[src/rtl/u8d_pkg.sv]
// Shared types, constants and the sequence check for the UTF-8 stream decoder.
// No dependencies; used by every module under rtl/.
package u8d_pkg;

	localparam int unsigned CpW   = 21;
	localparam int unsigned UsedW = 3;

	localparam logic [CpW-1:0] CpRepl    = 21'h00FFFD;
	localparam logic [CpW-1:0] CpSurLo   = 21'h00D800;
	localparam logic [CpW-1:0] CpSurHi   = 21'h00DFFF;
	localparam logic [CpW-1:0] CpMax     = 21'h10FFFF;
	localparam logic [CpW-1:0] CpMax1    = 21'h00007F;
	localparam logic [CpW-1:0] CpMax2    = 21'h0007FF;
	localparam logic [CpW-1:0] CpMax3    = 21'h00FFFF;

	localparam logic [UsedW-1:0] Len1 = 3'd1;
	localparam logic [UsedW-1:0] Len2 = 3'd2;
	localparam logic [UsedW-1:0] Len3 = 3'd3;
	localparam logic [UsedW-1:0] Len4 = 3'd4;

	// Results that one byte causes: rep_cnt single-byte replacements,
	// then an optional final result.
	typedef struct packed {
		logic [1:0]       rep_cnt;
		logic             fin_valid;
		logic [CpW-1:0]   fin_cp;
		logic [UsedW-1:0] fin_used;
		logic             fin_rep;
	} burst_t;

	// Overlong form, surrogate or value beyond the code space.
	function automatic logic is_rejected(input logic [CpW-1:0] v, input logic [UsedW-1:0] len);
		logic r;
		r = 1'b0;
		if (len == Len2 && v <= CpMax1) r = 1'b1;
		if (len == Len3 && v <= CpMax2) r = 1'b1;
		if (len == Len4 && v <= CpMax3) r = 1'b1;
		if (v >= CpSurLo && v <= CpSurHi) r = 1'b1;
		if (v > CpMax) r = 1'b1;
		return r;
	endfunction

endpackage

[src/rtl/u8d_step.sv]
// Sequence state and per-byte decode: turns one byte into a result burst.
// Depends on u8d_pkg.
module u8d_step (
	input  logic                clk,
	input  logic                arst_n,
	input  logic                advance,
	input  logic [7:0]          in_byte,
	output u8d_pkg::burst_t     burst
);

	logic [2:0]                 seq_len_q;
	logic [1:0]                 seq_rcv_q;
	logic [u8d_pkg::CpW-1:0]    partial_q;
	logic [2:0]                 seq_len_d;
	logic [1:0]                 seq_rcv_d;
	logic [u8d_pkg::CpW-1:0]    partial_d;
	logic [2:0]                 rcv_inc;
	logic [u8d_pkg::CpW-1:0]    pv_new;
	logic                       pending;
	logic                       cont;

	assign pending = (seq_len_q != 3'd0);
	assign cont    = (in_byte[7:6] == 2'b10);
	assign rcv_inc = {1'b0, seq_rcv_q} + 3'd1;
	assign pv_new  = {partial_q[u8d_pkg::CpW-7:0], in_byte[5:0]};

	always_comb begin
		burst     = '0;
		seq_len_d = seq_len_q;
		seq_rcv_d = seq_rcv_q;
		partial_d = partial_q;
		if (pending && cont) begin
			if (rcv_inc >= seq_len_q) begin
				// sequence complete: check and release
				burst.fin_valid = 1'b1;
				burst.fin_used  = seq_len_q;
				if (u8d_pkg::is_rejected(pv_new, seq_len_q)) begin
					burst.fin_cp  = u8d_pkg::CpRepl;
					burst.fin_rep = 1'b1;
				end else begin
					burst.fin_cp  = pv_new;
				end
				seq_len_d = 3'd0;
				seq_rcv_d = 2'd0;
				partial_d = '0;
			end else begin
				seq_rcv_d = rcv_inc[1:0];
				partial_d = pv_new;
			end
		end else begin
			// broken sequence: one replacement per byte already taken
			if (pending) begin
				burst.rep_cnt = seq_rcv_q;
			end
			seq_len_d = 3'd0;
			seq_rcv_d = 2'd0;
			partial_d = '0;
			if (in_byte[7] == 1'b0) begin
				burst.fin_valid = 1'b1;
				burst.fin_cp    = {13'd0, in_byte};
				burst.fin_used  = u8d_pkg::Len1;
			end else if (in_byte[7:5] == 3'b110) begin
				seq_len_d = u8d_pkg::Len2;
				seq_rcv_d = 2'd1;
				partial_d = {16'd0, in_byte[4:0]};
			end else if (in_byte[7:4] == 4'b1110) begin
				seq_len_d = u8d_pkg::Len3;
				seq_rcv_d = 2'd1;
				partial_d = {17'd0, in_byte[3:0]};
			end else if (in_byte[7:3] == 5'b11110) begin
				seq_len_d = u8d_pkg::Len4;
				seq_rcv_d = 2'd1;
				partial_d = {18'd0, in_byte[2:0]};
			end else begin
				burst.fin_valid = 1'b1;
				burst.fin_cp    = u8d_pkg::CpRepl;
				burst.fin_used  = u8d_pkg::Len1;
				burst.fin_rep   = 1'b1;
			end
		end
	end

	always_ff @(posedge clk or negedge arst_n) begin
		if (!arst_n) begin
			seq_len_q <= 3'd0;
			seq_rcv_q <= 2'd0;
			partial_q <= '0;
		end else if (advance) begin
			seq_len_q <= seq_len_d;
			seq_rcv_q <= seq_rcv_d;
			partial_q <= partial_d;
		end
	end

endmodule

[src/rtl/u8d_burst.sv]
// Result register: holds a burst, hands out one result per cycle on cp_ready.
// Depends on u8d_pkg.
module u8d_burst (
	input  logic                        clk,
	input  logic                        arst_n,
	input  logic                        load,
	input  u8d_pkg::burst_t             burst,
	output logic                        can_load,
	output logic                        cp_valid,
	input  logic                        cp_ready,
	output logic [u8d_pkg::CpW-1:0]     code_point,
	output logic [u8d_pkg::UsedW-1:0]   bytes_used,
	output logic                        replaced,
	output logic                        last
);

	logic [1:0]                   rep_cnt_q;
	logic                         fin_valid_q;
	logic [u8d_pkg::CpW-1:0]      fin_cp_q;
	logic [u8d_pkg::UsedW-1:0]    fin_used_q;
	logic                         fin_rep_q;
	logic                         take;

	assign cp_valid   = (rep_cnt_q != 2'd0) || fin_valid_q;
	assign last       = (rep_cnt_q == 2'd0) || ((rep_cnt_q == 2'd1) && !fin_valid_q);
	assign code_point = (rep_cnt_q != 2'd0) ? u8d_pkg::CpRepl : fin_cp_q;
	assign bytes_used = (rep_cnt_q != 2'd0) ? u8d_pkg::Len1 : fin_used_q;
	assign replaced   = (rep_cnt_q != 2'd0) ? 1'b1 : fin_rep_q;
	assign take       = cp_valid && cp_ready;
	assign can_load   = !cp_valid || (take && last);

	always_ff @(posedge clk or negedge arst_n) begin
		if (!arst_n) begin
			rep_cnt_q   <= 2'd0;
			fin_valid_q <= 1'b0;
		end else if (load) begin
			rep_cnt_q   <= burst.rep_cnt;
			fin_valid_q <= burst.fin_valid;
		end else if (take) begin
			if (rep_cnt_q != 2'd0) begin
				rep_cnt_q <= rep_cnt_q - 2'd1;
			end else begin
				fin_valid_q <= 1'b0;
			end
		end
	end

	always_ff @(posedge clk) begin
		if (load) begin
			fin_cp_q   <= burst.fin_cp;
			fin_used_q <= burst.fin_used;
			fin_rep_q  <= burst.fin_rep;
		end
	end

endmodule

[src/rtl/utf8_stream_decoder.sv]
// Top level of the UTF-8 stream decoder: input register, decode step, result burst.
// Depends on u8d_pkg, u8d_step and u8d_burst.
//
//  channel | signals                                   | item
//  --------+-------------------------------------------+------------------------------
//  byte    | byte_valid, byte_ready, in_byte           | one raw stream byte
//  cp      | cp_valid, cp_ready, code_point,           | one decoded code point or
//          | bytes_used, replaced, last                | replacement; last ends a byte
//
// One byte per cycle in steady state; a byte passes through the input register and
// the result register before its first result appears. A byte that breaks a pending
// sequence makes up to four results, and the result register hands these out one
// per cycle while cp_ready is high, so the byte path stalls until the last is taken.
// arst_n clears the input valid, the sequence state and the result register's valid state.
// A stalled cp channel backs up through the input register to byte_ready.
module utf8_stream_decoder (
	input  logic                        clk,
	input  logic                        arst_n,
	input  logic                        byte_valid,
	output logic                        byte_ready,
	input  logic [7:0]                  in_byte,
	output logic                        cp_valid,
	input  logic                        cp_ready,
	output logic [u8d_pkg::CpW-1:0]     code_point,
	output logic [u8d_pkg::UsedW-1:0]   bytes_used,
	output logic                        replaced,
	output logic                        last
);

	logic              valid_s1;
	logic [7:0]        byte_s1;
	logic              can_load;
	logic              advance;
	u8d_pkg::burst_t   burst;

	// Move the held byte into decode whenever the result register can take it.
	assign advance    = valid_s1 && can_load;
	assign byte_ready = !valid_s1 || can_load;

	// Input register: hold the byte until decode takes it.
	always_ff @(posedge clk or negedge arst_n) begin
		if (!arst_n) begin
			valid_s1 <= 1'b0;
		end else if (byte_ready) begin
			valid_s1 <= byte_valid;
		end
	end

	always_ff @(posedge clk) begin
		if (byte_valid && byte_ready) begin
			byte_s1 <= in_byte;
		end
	end

	// Decode one byte against the pending sequence; advance state on accept.
	u8d_step u_step (
		.clk     (clk),
		.arst_n  (arst_n),
		.advance (advance),
		.in_byte (byte_s1),
		.burst   (burst)
	);

	// Drain the burst one result per cycle while cp_ready is high.
	u8d_burst u_burst (
		.clk        (clk),
		.arst_n     (arst_n),
		.load       (advance),
		.burst      (burst),
		.can_load   (can_load),
		.cp_valid   (cp_valid),
		.cp_ready   (cp_ready),
		.code_point (code_point),
		.bytes_used (bytes_used),
		.replaced   (replaced),
		.last       (last)
	);

	// A burst never breaks off before its last result.
	a_burst_continues: assert property (@(posedge clk) disable iff (!arst_n)
		cp_valid && !last |=> cp_valid)
		else $error("burst ended without a last result");

	// Every result ahead of the last one is a single-byte replacement.
	a_lead_repl: assert property (@(posedge clk) disable iff (!arst_n)
		cp_valid && !last |-> replaced && code_point == u8d_pkg::CpRepl
			&& bytes_used == u8d_pkg::Len1)
		else $error("non-final result is not a one-byte replacement");

	// An accepted code point is a scalar value.
	a_scalar: assert property (@(posedge clk) disable iff (!arst_n)
		cp_valid && !replaced |-> code_point <= u8d_pkg::CpMax
			&& (code_point < u8d_pkg::CpSurLo || code_point > u8d_pkg::CpSurHi))
		else $error("decoded value outside the scalar range");

endmodule
[config.mk]
export PLATFORM = sky130hd
export DESIGN_NAME = utf8_stream_decoder
export DESIGN_NICKNAME = d
export VERILOG_FILES = /design/src/rtl/u8d_pkg.sv /design/src/rtl/u8d_step.sv /design/src/rtl/u8d_burst.sv /design/src/rtl/utf8_stream_decoder.sv
export SDC_FILE = /design/constraint.sdc
export NUM_CORES = 1
export LEC_CHECK = 0
export ABC_AREA = 1
export BUFFER_PORTS_ARGS = -buffer_cell sky130_fd_sc_hd__clkbuf_2
export CORE_MARGIN = 4
export CORE_UTILIZATION = 32
export DETAILED_ROUTE_END_ITERATION = 16
export SETUP_SLACK_MARGIN = 0.02
export SYNTH_ARGS = -nofsm -noshare
export SYNTH_HDL_FRONTEND = slang
export SYNTH_SLANG_ARGS = --single-unit
export TNS_END_PERCENT = 30
[constraint.sdc]
create_clock -name clk -period 2.8 [get_ports clk]
set_input_delay 0.42 -clock clk [delete_from_list [all_inputs] [get_ports clk]]
set_output_delay 0.42 -clock clk [all_outputs]
set_load 0.01 [all_outputs]
### After elaboration in Yosys (flattened, before gate mapping)

Cells that the tools add are included.

* magnitude comparators: 7
* reduce and logical (&&, ||, !) cells: 25
* eq/ne operators: 10
* multiplexer cells: 45
* $add $sub $neg: 2

Operators with widths (count)
* $mux 26: 5
* $mux 15: 4
* $le 21x16->1 const B: 2
* $mux 21: 2
* $mux 25: 1
* $mux 3: 8
* $ge 21x16->1 const B: 1
* $gt 21x21->1 const B: 1
* $le 21x11->1 const B: 1
* $le 21x7->1 const B: 1
* $mux 2: 10
* $mux 1: 14
* $logic_and 1x1->1: 10
* $eq 3x2->1 const B: 2
* $eq 3x3->1 const B: 2
* $reduce_and 2->1: 3
* $reduce_bool 2->1: 3
* $eq 5x5->1 const B: 1
* $eq 4x4->1 const B: 1
* $logic_or 1x1->1: 4
* $mux 4: 1
* $ne 2x2->1 const B: 2
* $add 2x1->3 const B: 1
* $ge 3x3->1: 1
* 6 further kinds: 8

* logic and storage cells: 99
* output and inout port bits: 28
* flip-flop bits (word level): 57
* input bits: 12

### Depth between registers and ports, before layout

* depth after elaboration: 13
* mapped depth: 11
* depth with buffers taken out: 10

### Hierarchy

Synthesis repeated with hierarchy kept, for this count alone.

* cells, all modules: 311
* area, all modules: 2902.8 µm²

Modules (own cells, without submodules)
* u8d_step: area each 1445.1 µm², sequential area each 500.5 µm², times used 1, cells an instance 202
* u8d_burst: area each 1164.9 µm², sequential area each 825.8 µm², times used 1, cells an instance 93
* utf8_stream_decoder: area each 292.8 µm², sequential area each 265.3 µm², times used 1, cells an instance 16

### Worst setup path after synthesis

OpenSTA, ideal clock, no wires.

* kind: register to register
* from: reg u_step.seq_rcv_q[0]
* to: reg u_burst.fin_cp_q[10] in the netlist's numbering (data pin)
* stages on the path, launching flop included: 10
* required time: 2.541 ns
* period minus slack after synthesis: 1.943 ns
* buffers on the path: 1
* path slack: 0.857 ns
* arrival: 1.684 ns
* setup time: 0.259 ns
* cells stage by stage: dfrtp_1 -> ha_1 -> ha_1 -> nand3_1 -> o211ai_2 -> nand2_2 -> inv_2 -> o21ai_2 -> buf_6 -> nand3_1

RTL lines
* start, declared: RTL line u8d_step.sv:12 `logic [1:0] seq_rcv_q;`
* start signal, assigned: RTL line u8d_step.sv:90 `seq_rcv_q <= seq_rcv_d;`
* end signal, assigned: RTL line u8d_burst.sv:50 `fin_cp_q <= burst.fin_cp;`
* end, declared: RTL line u8d_burst.sv:19 `logic [u8d_pkg::CpW-1:0] fin_cp_q;`

### Final worst setup path

* from: reg u_burst.rep_cnt_q[0]
* to: out byte_ready

* word-level cells in the longest chain between the ends: 6
* elaborated cells between the ends (all ways): 11
* classes of those cells: eq/ne (1); reduce/logical (10)

Ends and longest elaborated chain
* start, declared: RTL line u8d_burst.sv:17 `logic [1:0] rep_cnt_q;`
* start signal, assigned: RTL line u8d_burst.sv:37 `rep_cnt_q <= burst.rep_cnt;`
* start signal, assigned: RTL line u8d_burst.sv:41 `rep_cnt_q <= rep_cnt_q - 2'd1;`
* $eq 2x1->1 / $reduce_bool 2->1 (equally long branches): RTL line u8d_burst.sv:25, u8d_burst.sv:24
* $logic_and 1x1->1 / $logic_or 1x1->1 (equally long branches): RTL line u8d_burst.sv:25, u8d_burst.sv:24
* $logic_or 1x1->1 / $logic_and 1x1->1 (equally long branches): RTL line u8d_burst.sv:25, u8d_burst.sv:29
* $logic_and 1x1->1: RTL line u8d_burst.sv:30 `assign can_load = !cp_valid || (take && last);`
* $logic_or 1x1->1 (*): RTL line u8d_burst.sv:30
* $logic_or 1x1->1 (*): RTL line utf8_stream_decoder.sv:38 `assign byte_ready = !valid_s1 || can_load;`
* end, declared: RTL line utf8_stream_decoder.sv:20 `output logic byte_ready,`

Every way passes the cells marked *; elsewhere a longest branch is shown, timed or not.

==> impl_metrics.env <==
export IMPL_num_nets_final=362
export IMPL_drtIter0Drc=152
export IMPL_antenna_found_initial=0
export IMPL_crit_required_ps=2380
export IMPL_yosys_top_cells_area="edfxtp_1 (36%), dfrtp_1 (22%), nand2_1 (9.5%)"
export IMPL_vias=2082
export IMPL_hpwlAfterDp_mm=3.97
export IMPL_end_kind="primary output"
export IMPL_htreeDepth=3
export IMPL_setup_tns_ps=0
export IMPL_wl_per_cell_um=12.5
export IMPL_final_layout_size_suffix_gt1_share_pct=24.9
export IMPL_avgSynthCellArea_um2=9.19
export IMPL_synth_yosys_seq_area_share_pct=57.5
export IMPL_initial_core_util_pct=33.3
export IMPL_clkSinkCount=57
export IMPL_ctsHoldBuffers=0
export IMPL_io_buffers=39
export IMPL_grt_pass1_vias=2072
export IMPL_drt_pass1_iter_count=4
export IMPL_fin_crit_sh_pct=91.0
export IMPL_tritoncts="yes"
export IMPL_hold_violations=0
export IMPL_syn_inst=301
export IMPL_grt_usage_pct=12.3
export IMPL_design_die_area_um2=10200
export IMPL_hp_class="in2async"
export IMPL_grt_max_degree=53
export IMPL_synth_cell_types=28
export IMPL_critPathKind="reg2out"
export IMPL_core_um2=8300
export IMPL_clockBufferDepth=2
export IMPL_ant_nets=0
export IMPL_ioPinCount=40
export IMPL_cts_setup_buffers=0
export IMPL_viasPerCell=4.59
export IMPL_synth_top_area_share_pct=35.8
export IMPL_root_buffer="clkbuf_8"
export IMPL_period_needed_ps=2550
export IMPL_area_growth_pct=18.7
export IMPL_leakagePower_nw=1.56
export IMPL_crit_arrival_ps=2130
export IMPL_dp_cells=438
export IMPL_ys_warn_count=0
export IMPL_syn_area_um2=2770
export IMPL_total_power_mw=3.70
export IMPL_clock_skew_ps=9.91
export IMPL_routabilityCongestion=0.808
export IMPL_crit_path_max_fanout=18
export IMPL_num_rows=33
export IMPL_grt_overflow=0
export IMPL_ir_drop_mv=0.346
export IMPL_syn_nets=319
export IMPL_path_clk_slew_ps=70
export IMPL_grt_first_pass_wirelength_mm=9.68
export IMPL_die_h_um=101
export IMPL_cts_resized_gates=0
export IMPL_synth_area_leader_cell="edfxtp_1"
export IMPL_antenna_diode_count=0
export IMPL_clk_latency_ps=340
export IMPL_status="completed"
export IMPL_tightestPinTransition_ps=659
export IMPL_die_w_um=101
export IMPL_setup_violations=0
export IMPL_fmaxAchievable_mhz=393
export IMPL_cp_start_kind="register"
export IMPL_drv_cap=0
export IMPL_rsz0062_at_grt="no"
export IMPL_cts_inserted_buffers=9
export IMPL_power_density_nw_per_um2=1120
export IMPL_ys_ff_latch=57
export IMPL_drc=0
export IMPL_slew_violations=0
export IMPL_slew_headroom_pct=56.1
export IMPL_timing_hold_ws_ps=101
export IMPL_stdcell_count=454
export IMPL_totalWireLength_mm=5.65
[per-stage QoR]
step | util [%] | instance area, um2 | setup WS [ps]
3_5_place_dp | 37.0 | 3070 | 501
5_1_grt | 39.6 | 3290 | 30.3
3_3_place_gp | 37.0 | 3070 | 584
2_1_floorplan | - | 2770 | 857
4_1_cts | 39.6 | 3290 | 215
6_report | 39.6 | 3290 | 253
[area by class of cell]
| class | instances | area [um2] |
|---|---|---|
| multi-input combinational | 194 | 963 |
| inverter | 40 | 150 |
| clock inverter | 6 | 81.3 |
| tap | 105 | 131 |
| sequential | 57 | 1590 |
| timing repair buffer | 42 | 230 |
| fill | 833 | 5010 |
| clock buffer | 10 | 138 |
[synth_stat cells]
cell,count
o21ai_2,1
o211ai_2,1
o211ai_1,1
a31oi_1,2
or2_2,17
nand2_1,70
o21ai_0,14
inv_2,5
nand3_1,33
o21ai_1,1
o22ai_1,2
buf_4,4
nor2_1,29
buf_6,2
a21oi_1,5
nor2_2,1
edfxtp_1,33
mux2i_1,1
nand4_1,2
nor3_1,3
nor2_4,1
buf_2,2
ha_1,6
nand2_2,3
nand3_2,1
clkbuf_1,2
inv_1,35
dfrtp_1,24
[routing by layer]
layer	share of wire [%]	track usage, %	up-vias
met5	0	0	-
met4	2.1	6.13	0
met3	6.7	3.04	12
met2	47	19.0	53
met1	45	15.9	958
li1	-	-	1059
[logic make-up (layout without fill, tap and decap cells)]
family | count (synthesis) | count (layout) | share of synthesized area (%)
compound gates | 27 | 27 | 5.56
mux | 1 | 1 | 0.362
flops | 57 | 57 | 57.5
simple gates | 160 | 160 | 25.9
fa+ha+maj | 6 | 6 | 2.71
buf+inv | 50 | 98 | 7.96
[sequential cells by signal (all words and copies together), names as in the netlist]
register             flops
byte_s1                  8
u_burst.fin_cp_q        21
u_burst.fin_rep_q        1
u_burst.fin_used_q       3
u_burst.fin_valid_q      1
u_burst.rep_cnt_q        2
u_step.partial_q        15
u_step.seq_len_q         3
u_step.seq_rcv_q         2
valid_s1                 1
[layout by cell type (no fill, tap or decap), types with 2 or more instances in the layout]
cell	Yosys	layout
buf_4	4	2
inv_1	35	35
nand4_1	2	2
nand3_1	33	33
nor2_4	1	2
inv_2	5	5
clkbuf_8	0	10
nor3_1	3	3
edfxtp_1	33	33
nand2_2	3	3
a31oi_1	2	2
clkinv_1	0	2
o22ai_1	2	2
a21oi_1	5	5
o21ai_0	14	14
ha_1	6	6
clkbuf_2	0	39
nor2_1	29	28
or2_2	17	17
nand2_1	70	70
dfrtp_1	24	24
bufinv_16	0	2
[path summary, 6_finish.rpt]
| check | start | to | slack, ps | cells past startpoint |
|---|---|---|---|---|
| setup / recovery | u_burst.rep_cnt_q[0]$_DFFE_PN0P_ | byte_ready | 250 | 9 |
| hold / removal | arst_n | u_burst.fin_valid_q$_DFFE_PN0P_ | 100 | 1 |
| setup reg to reg | u_burst.rep_cnt_q[0]$_DFFE_PN0P_ | u_step.seq_len_q[0]$_DFFE_PN0P_ | 510 | 10 |
| hold reg to reg | u_burst.fin_valid_q$_DFFE_PN0P_ | u_burst.fin_valid_q$_DFFE_PN0P_ | 500 | 2 |
| max in group asynchronous | arst_n | u_step.seq_len_q[1]$_DFFE_PN0P_ | 2270 | 1 |
| min in group clk | in_byte[4] | byte_s1[4]$_DFFE_PP_ | 250 | 1 |
[power breakdown]
part	total (mW)	internal (mW)	switching (mW)
clock	0.844	0.519	0.325
combinational	1.46	0.509	0.950
sequential	1.39	1.26	0.137
total	3.70	2.28	1.41
[worst max-delay path, stage by stage, from the launching register on]
cell and delay (ps):
dfrtp_1 380, inv_1 80, ha_1 360, inv_2 270
nand2_1 120, nand2_1 140, inv_1 60, nor2_1 180
inv_1 80, clkbuf_2 130
Note: power is estimated with default switching activity, not from simulation.
